<file path="src/worst_fit_block_allocator_top_assert.svh">
// ---------------------------------------------------------------------------
// Worst-fit allocator assertion macros
// Shared concurrent checks, clocked on clk and disabled in reset.
// ---------------------------------------------------------------------------
`ifndef WORST_FIT_BLOCK_ALLOCATOR_TOP_ASSERT_SVH
`define WORST_FIT_BLOCK_ALLOCATOR_TOP_ASSERT_SVH

// same-cycle implication
`define WFBA_ASSERT_IMP(name, ante, cons) \
	name: assert property (@(posedge clk) disable iff (!arst_n) (ante) |-> (cons)) \
		else $error("wfba check failed");

// next-cycle implication
`define WFBA_ASSERT_NXT(name, ante, cons) \
	name: assert property (@(posedge clk) disable iff (!arst_n) (ante) |=> (cons)) \
		else $error("wfba check failed");

`endif

</file>
<file path="src/wfba_pkg.sv">
// ---------------------------------------------------------------------------
// wfba_pkg
// Types and constants shared by the worst-fit allocator and its cells.
// ---------------------------------------------------------------------------
package wfba_pkg;

	localparam int MAX_SEGMENTS    = 64;
	localparam int HEADER_BYTES    = 16;
	localparam int ARENA_MAX_BYTES = 65536;
	localparam int ARENA_RESET     = 4096;

	localparam int ADDR_W = 16;
	localparam int LEN_W  = 17;
	localparam int IDX_W  = $clog2(MAX_SEGMENTS);
	localparam int CNT_W  = $clog2(MAX_SEGMENTS + 1);

	localparam logic [LEN_W-1:0] HDR_LEN   = LEN_W'(HEADER_BYTES);
	localparam logic [LEN_W-1:0] ARENA_MAX = LEN_W'(ARENA_MAX_BYTES);
	localparam logic [LEN_W-1:0] RESET_LEN = LEN_W'(ARENA_RESET - HEADER_BYTES);

	typedef enum logic [2:0] {
		ST_OK        = 3'd0,
		ST_TOO_LARGE = 3'd1,
		ST_NO_FIT    = 3'd2,
		ST_FULL      = 3'd3,
		ST_BAD_FREE  = 3'd4
	} status_t;

	typedef enum logic {
		CMD_ALLOC = 1'b0,
		CMD_FREE  = 1'b1
	} command_t;

	typedef struct packed {
		logic [0:0]        command;
		logic [LEN_W-1:0]  request_bytes;
		logic [ADDR_W-1:0] block_offset;
	} item_t;

	typedef struct packed {
		logic [2:0]        status;
		logic [ADDR_W-1:0] payload_offset;
		logic [LEN_W-1:0]  granted_bytes;
	} result_t;

	typedef struct packed {
		logic [ADDR_W-1:0] start;
		logic [LEN_W-1:0]  len;
		logic              used;
	} entry_t;

	typedef enum logic [1:0] {
		OP_HOLD,
		OP_INIT,
		OP_UPDATE
	} op_code_t;

	typedef enum logic [1:0] {
		SH_NONE,
		SH_INS,
		SH_REM
	} shift_t;

	typedef struct packed {
		op_code_t          code;
		logic [IDX_W-1:0]  idx;
		logic [LEN_W-1:0]  len;
		logic              used;
		shift_t            shift;
		logic [ADDR_W-1:0] nstart;
		logic [LEN_W-1:0]  nlen;
	} op_t;

	typedef struct packed {
		logic              is_free;
		logic [LEN_W-1:0]  req;
		logic [ADDR_W-1:0] target;
		logic [CNT_W-1:0]  count;
	} scan_ctl_t;

	// record handed from cell to cell during a scan
	typedef struct packed {
		logic              found;
		logic [IDX_W-1:0]  idx;
		logic [LEN_W-1:0]  len;
		logic [ADDR_W-1:0] start;
		logic              cur_used;
		logic [LEN_W-1:0]  cur_len;
		logic              need_next;
		logic              nu;
		logic [LEN_W-1:0]  nl;
		logic              pu;
		logic [LEN_W-1:0]  pl;
	} scan_t;

endpackage

</file>
<file path="src/wfba_cell.sv">
// ---------------------------------------------------------------------------
// wfba_cell
// One segment table entry plus one stage of the scan chain.
// ---------------------------------------------------------------------------
module wfba_cell (
	input  logic                      clk,
	input  logic                      arst_n,
	input  logic [wfba_pkg::IDX_W-1:0] cell_idx,
	input  wfba_pkg::op_t             op,
	input  wfba_pkg::scan_ctl_t       ctl,
	input  wfba_pkg::entry_t          ent_left,
	input  wfba_pkg::entry_t          ent_right,
	output wfba_pkg::entry_t          ent,
	input  wfba_pkg::scan_t           rec_in,
	output wfba_pkg::scan_t           rec_out
);
	import wfba_pkg::*;

	entry_t              ent_q;
	scan_t               rec_q;
	scan_t               rec_d;
	logic                active;
	logic                eff_used;
	logic [IDX_W:0]      idx_ext;
	logic [IDX_W:0]      op_idx_ext;
	logic [LEN_W-1:0]    pay_off;

	assign ent        = ent_q;
	assign rec_out    = rec_q;
	assign idx_ext    = {1'b0, cell_idx};
	assign op_idx_ext = {1'b0, op.idx};
	assign active     = CNT_W'(idx_ext) < ctl.count;
	assign eff_used   = active ? ent_q.used : 1'b1;
	assign pay_off    = LEN_W'(ent_q.start) + HDR_LEN;

	always_comb begin
		rec_d          = rec_in;
		rec_d.cur_used = eff_used;
		rec_d.cur_len  = ent_q.len;
		if (rec_in.need_next) begin
			rec_d.nu        = eff_used;
			rec_d.nl        = ent_q.len;
			rec_d.need_next = 1'b0;
		end
		if (!ctl.is_free) begin
			if (active && !ent_q.used && ent_q.len >= ctl.req &&
				(!rec_in.found || ent_q.len > rec_in.len)) begin
				rec_d.found = 1'b1;
				rec_d.idx   = cell_idx;
				rec_d.len   = ent_q.len;
				rec_d.start = ent_q.start;
			end
		end else if (active && ent_q.used && !rec_in.found &&
			pay_off == LEN_W'(ctl.target)) begin
			rec_d.found     = 1'b1;
			rec_d.idx       = cell_idx;
			rec_d.len       = ent_q.len;
			rec_d.start     = ent_q.start;
			rec_d.pu        = rec_in.cur_used;
			rec_d.pl        = rec_in.cur_len;
			rec_d.need_next = 1'b1;
		end
	end

	always_ff @(posedge clk or negedge arst_n) begin
		if (!arst_n) begin
			ent_q <= '{start: '0, len: RESET_LEN, used: 1'b0};
		end else begin
			unique case (op.code)
				OP_HOLD: begin
				end
				OP_INIT: begin
					if (cell_idx == '0) begin
						ent_q <= '{start: '0, len: op.len, used: 1'b0};
					end
				end
				OP_UPDATE: begin
					if (cell_idx == op.idx) begin
						ent_q.len  <= op.len;
						ent_q.used <= op.used;
					end else if (op.shift == SH_INS) begin
						if (idx_ext == op_idx_ext + 1'b1) begin
							ent_q <= '{start: op.nstart, len: op.nlen, used: 1'b0};
						end else if (idx_ext > op_idx_ext + 1'b1) begin
							ent_q <= ent_left;
						end
					end else if (op.shift == SH_REM && cell_idx > op.idx) begin
						ent_q <= ent_right;
					end
				end
				default: begin
				end
			endcase
		end
	end

	always_ff @(posedge clk) begin
		rec_q <= rec_d;
	end

endmodule

</file>
<file path="config.mk">
export PLATFORM = sky130hd
export DESIGN_NAME = wfba_cell
export DESIGN_NICKNAME = d
export VERILOG_FILES = /design/src/worst_fit_block_allocator_top_assert.svh /design/src/wfba_pkg.sv /design/src/wfba_cell.sv
export SDC_FILE = /design/constraint.sdc
export NUM_CORES = 1
export LEC_CHECK = 0
export ABC_AREA = 1
export BUFFER_PORTS_ARGS = -buffer_cell sky130_fd_sc_hd__buf_4
export CELL_PAD_IN_SITES_DETAIL_PLACEMENT = 1
export CELL_PAD_IN_SITES_GLOBAL_PLACEMENT = 2
export CORE_MARGIN = 2
export CORE_UTILIZATION = 25
export CTS_CLUSTER_DIAMETER = 100
export DETAILED_ROUTE_END_ITERATION = 12
export PLACE_DENSITY_LB_ADDON = 0.1
export SLEW_MARGIN = 20
export SYNTH_ARGS = -nofsm -noshare
export SYNTH_HDL_FRONTEND = slang
export SYNTH_SLANG_ARGS = --single-unit
</file>
<file path="constraint.sdc">
create_clock -name clk -period 6.6 [get_ports clk]
set_clock_uncertainty 0.05 [all_clocks]
set_input_delay 1.32 -clock clk [delete_from_list [all_inputs] [get_ports clk]]
set_output_delay 1.32 -clock clk [all_outputs]
set_load 0.1 [all_outputs]
</file>
### Yosys cells after proc, flatten, opt, wreduce, memory -nomap -nowiden

Index checks and enable logic that the tools add are counted.

| storage, ports and cells | value |
|---|---|
| register bits after elaboration | 129 |
| input port bits | 273 |
| output and inout port bits | 129 |

| operators by class | value |
|---|---|
| add/subtract/negate cells | 2 |
| order comparisons | 5 |
| equality and inequality tests | 13 |
| muxes and demuxes | 17 |
| reductions and logical operators | 14 |

Operator list:

| cell | count |
|---|---|
| two-way mux 34 bit | 5 |
| two-way mux 40 bit | 3 |
| two-way mux 18 bit | 4 |
| one-hot mux 34 bit (2 select lines) | 1 |
| adder 16 x 5 -> 17 bit, second input constant | 1 |
| == test 17 x 16 -> 1 bit | 1 |
| greater-or-equal comparator 17 bit | 1 |
| greater-than comparator 17 bit | 1 |
| two-way mux 16 bit | 1 |
| != test 4 bit, second input constant | 2 |
| adder 6 x 1 -> 7 bit, second input constant | 1 |
| == test 6 x 7 -> 1 bit | 1 |
| greater-than comparator 6 x 7 -> 1 bit | 1 |
| logical AND 1 bit | 7 |
| < comparator 6 x 7 -> 1 bit | 1 |
| == test 6 bit | 1 |
| greater-than comparator 6 bit | 1 |
| zero test 6 bit | 1 |
| != test 5 bit, second input constant | 1 |
| AND reduction 5 bit | 1 |
| == test 2 x 1 -> 1 bit, second input constant | 2 |
| == test 2 bit, second input constant | 2 |
| != test 2 bit, second input constant | 2 |
| AND reduction 4 bit | 1 |
| 5 further kinds | 8 |

### Logic depth before layout (Yosys ltp)

| logic depth | value |
|---|---|
| word-level depth | 7 |
| mapped depth | 18 |
| mapped depth without buffers | 16 |

### Worst setup path before layout

OpenSTA, ideal clock, no wires.

| timing path | value |
|---|---|
| path kind | input port to flip-flop |
| from | input port op[53] (netlist bit) |
| to | register ent_q (netlist bit ent[22]) |
| setup time | 0.132 ns |
| arrival time | 3.295 ns |
| data required time | 6.418 ns |
| path slack | 3.123 ns |
| cell stages on the path | 15 |
| path buffers | 1 |
| path through | ha_1 nand2_1 o21ai_0 o21ai_0 ha_1 nand2_1 nor4_4 nor2_1 o21ai_0 nand2_1 nand2_1 nand3_1 clkbuf_1 nand2_1 o21ai_0 |

| between the ends | value |
|---|---|
| longest elaborated chain between the ends | 6 |

RTL lines:

| element | RTL line | source |
|---|---|---|
| from (decl) | wfba_cell.sv:9 | `input wfba_pkg::op_t op,` |
| branches (longest 6 deep; another with adder 6 x 1 -> 7 bit) | -- |  |
| to (signal assigned) | wfba_cell.sv:74 | `ent_q <= '{start: '0, len: op.len, used: 1'b0};` |
| to (signal assigned) | wfba_cell.sv:83 | `ent_q <= '{start: op.nstart, len: op.nlen, used: 1'b0};` |
| to (signal assigned) | wfba_cell.sv:85 | `ent_q <= ent_left;` |
| to (decl) | wfba_cell.sv:19 | `entry_t ent_q;` |

Several ways; the timed one is not identified. The select of a mux whose other input is x is not followed.
A chain may end at the register's enable or synchronous reset.

==> impl_metrics.toml <==
[run_status]
outcome = "finished clean"

[floorplan]
die_area_um2 = 32020
die_height_um = 179.0
core_um2 = 30350
chipWidth_um = 179.0
fp-row-count = 64
initial_core_util = 0.2521
io_pins = 402

[min_path]
hold_start = "ent[12]"
whs_path_depth = 0
hold_class = "reg -> reg"
min_delay_worst_endpoint = "rec_out[48]"

[setup_path]
r2r-start = "ent[7]"
r2r_cells = 13
crit_path_start = "cell_idx[4]"
r2r_setup_slack_ps = 3280
start_kind = "primary input"
required_ps = 6900
critPathKind = "in -> reg"
r2r_end = "rec_out[73]"
end_kind = "register"
cp_data_arrival_time_ps = 4410
cp_max_fo = 40

[timing]
setup_viol = 0
drv_slew = 0
relSlewSlack = 0.3287
setup_ws_ps = 2493
tightest_slew_ps = 1003
hold_violations = 0
rsz0062_at_grt = "false"
min_period_ps = 4107
period_share = 0.6222
fmax_mhz = 243.5
finalSetupTns_ps = 0

[placed_design]
routabilityCongestion = 0.7794
place_inst = 1856
place_area_um2 = 10840
post-dp-hpwl_mm = 26.45
portBuffers = 401
dp_slack_ps = 1772

[synth]
synth_cell_types = 36
syn-cell-area_um2 = 7652
ys_ff_latch = 129
syn_inst = 1114
synth.largest_area_cell = "dfxtp_1"
yosys_warnings = 0
synth_nets = 1442
ys_async_sr_fraction = 0.2636
synth_area_leaders = "dfxtp_1, nand2_1, ha_1, dfrtp_1, nand3_1"
synthSimpleGateAreaFrac = 0.3460
ys_seq_area_frac = 0.3610
yosys-top-cells-count = "nand2_1, inv_1, dfxtp_1"
synthFlopType = "dfxtp_1"
synth-adder-area-share = 0.08993
muxShareOfSynthArea = 0.02354
synth_compound_area_frac = 0.06115
synthXorXnorAreaFrac = 0.01373
synth_most_common_cell = "nand2_1"
synth-edff-count = 0
synth_top_family_by_area = "simple AND/OR/NAND/NOR gates"
netlist.area_leader.share = 0.2485
avgSynthCellArea_um2 = 6.869

[power]
peakVddDrop_mv = 0.1590
combinationalPowerShare = 0.458
clkPwrFrac = 0.256
leakagePower_nw = 6.278
power_switching_w = 0.001724
powerDensity_nw_per_um2 = 318.2
p_sw_frac = 0.4756
p_int_w = 0.001902
totalPowerFinal_w = 0.003626
sequentialPowerShare = 0.286

[clocking]
h-tree-depth = 4
clkLatencyLatePin_ps = 420
cts.sinks = 129
ctsResizeCount = 0
cts_root_buf = "clkbuf_16"
postCtsHoldBufs = 0
cts_tree = "built"
numCtsBuffers = 17
post_cts_buffers = 0
clockBufferDepth = 2
path_clk_slew_ps = 60

[run]
drv_cap = 0

[routing]
drtIter0Drc = 227
wire_per_inst_um = 17.38
vias = 8261
drc = 0
drt-total-wl_mm = 32.78
viasPerCell = 4.380
ant_nets = 0
first_pass_iters = 4

[layout]
layout.cells.non_filler = 1886
areaGrowthSynthToFinish_pct = 48.90
final_nets = 1807
antennaDiodeCount = 0
final_layout_size_suffix_gt1_frac = 0.3168
final_cell_area_um2 = 11390

[grt]
grt_max_degree = 61
grt_pass1_vias = 8561
grt-ovfl-total = 0
grt_usage = 0.2001
grt_pass1_wl_mm = 48.25
antenna_found_initial = 1
## worst max path at each step
stage / endpoint / slack (ps) / depth (start not counted)
after detailed placement: ent[20] / 1770 / 14
after global placement: ent[19] / 1820 / 14
final: rec_out[73] / 2490 / 15
after floorplan: ent[22] / 3120 / 15
after CTS: ent[20] / 2210 / 14
after global routing: rec_out[79] / 2030 / 15
## through the flow
step / util / hold WS (ps)
after floorplan: - / 358.3
after global placement: 0.3571 / 427.9
after detailed placement: 0.3571 / 426.5
after CTS: 0.3753 / 438.6
after global routing: 0.3755 / 455.4
final: 0.3755 / 438.4
## cell usage in the layout (no fill, tap or decap), types with 3 or more instances in the layout
master,n
a21oi_1,54
buf_4,404
clkbuf_1,5
clkbuf_16,17
clkinv_2,3
dfrtp_1,26
dfstp_2,8
dfxtp_1,95
ha_1,55
inv_1,115
inv_2,4
mux2_2,16
nand2_1,446
nand2_2,5
nand3_1,91
nand3b_1,17
nand4_1,6
nor2_1,55
nor2_2,4
o21ai_0,15
o21ai_1,10
o21bai_1,3
xnor2_1,5
xor2_1,7
## final cells by class
cell class	count	area, um^2
Clock buffer	24	471.7
Multi-Input combinational cell	806	4096
Fill cell	3884	18950
Tap cell	396	495.5
Inverter	121	454.2
Clock inverter	6	81.33
Sequential cell	129	2763
Timing Repair Buffer	404	3033
## registers in the layout, summed over array words and instances (netlist names)
signal,cells
rec_out,95
ent,34
## routing by layer
metal	track usage	wire length, um	vias to the layer above
li1	-	-	4211
met1	0.2470	14340	3760
met2	0.3418	15370	266
met3	0.05937	2731	22
met4	0.04539	327	2
met5	0	13	-
## power by group through the flow
stage	registers, W	logic, W	clock network [W]
finish	0.00104	0.00166	0.000927
global route	0.00106	0.00177	0.000977
CTS	0.00105	0.00168	0.000951
detailed placement	0.00106	0.00167	0
global placement	0.00106	0.00166	0
floorplan	0.00170	0.000566	0
## cell families after synthesis
kind of cell             count (synthesis)
AND/OR/NAND/NOR                        634
buffers and inverters                  179
flip-flops                             129
AO/OA/AOI/OAI                           89
adder cells (fa/ha/maj)                 55
multiplexers                            16
XOR/XNOR                                12
## critical path, stage by stage
cell and delay [ps]:
buf_4 150, ha_1 310, nand2_1 70, nand2_1 50, nand2_1 50, o21ai_0 80, a21oi_1 440, nand2_1 160
nor2_1 120, nand2_1 80, inv_1 70, nand2_2 560, nand2_4 730, nand2_1 100, nand2_1 90
Note: power is estimated with default switching activity, not from simulation.
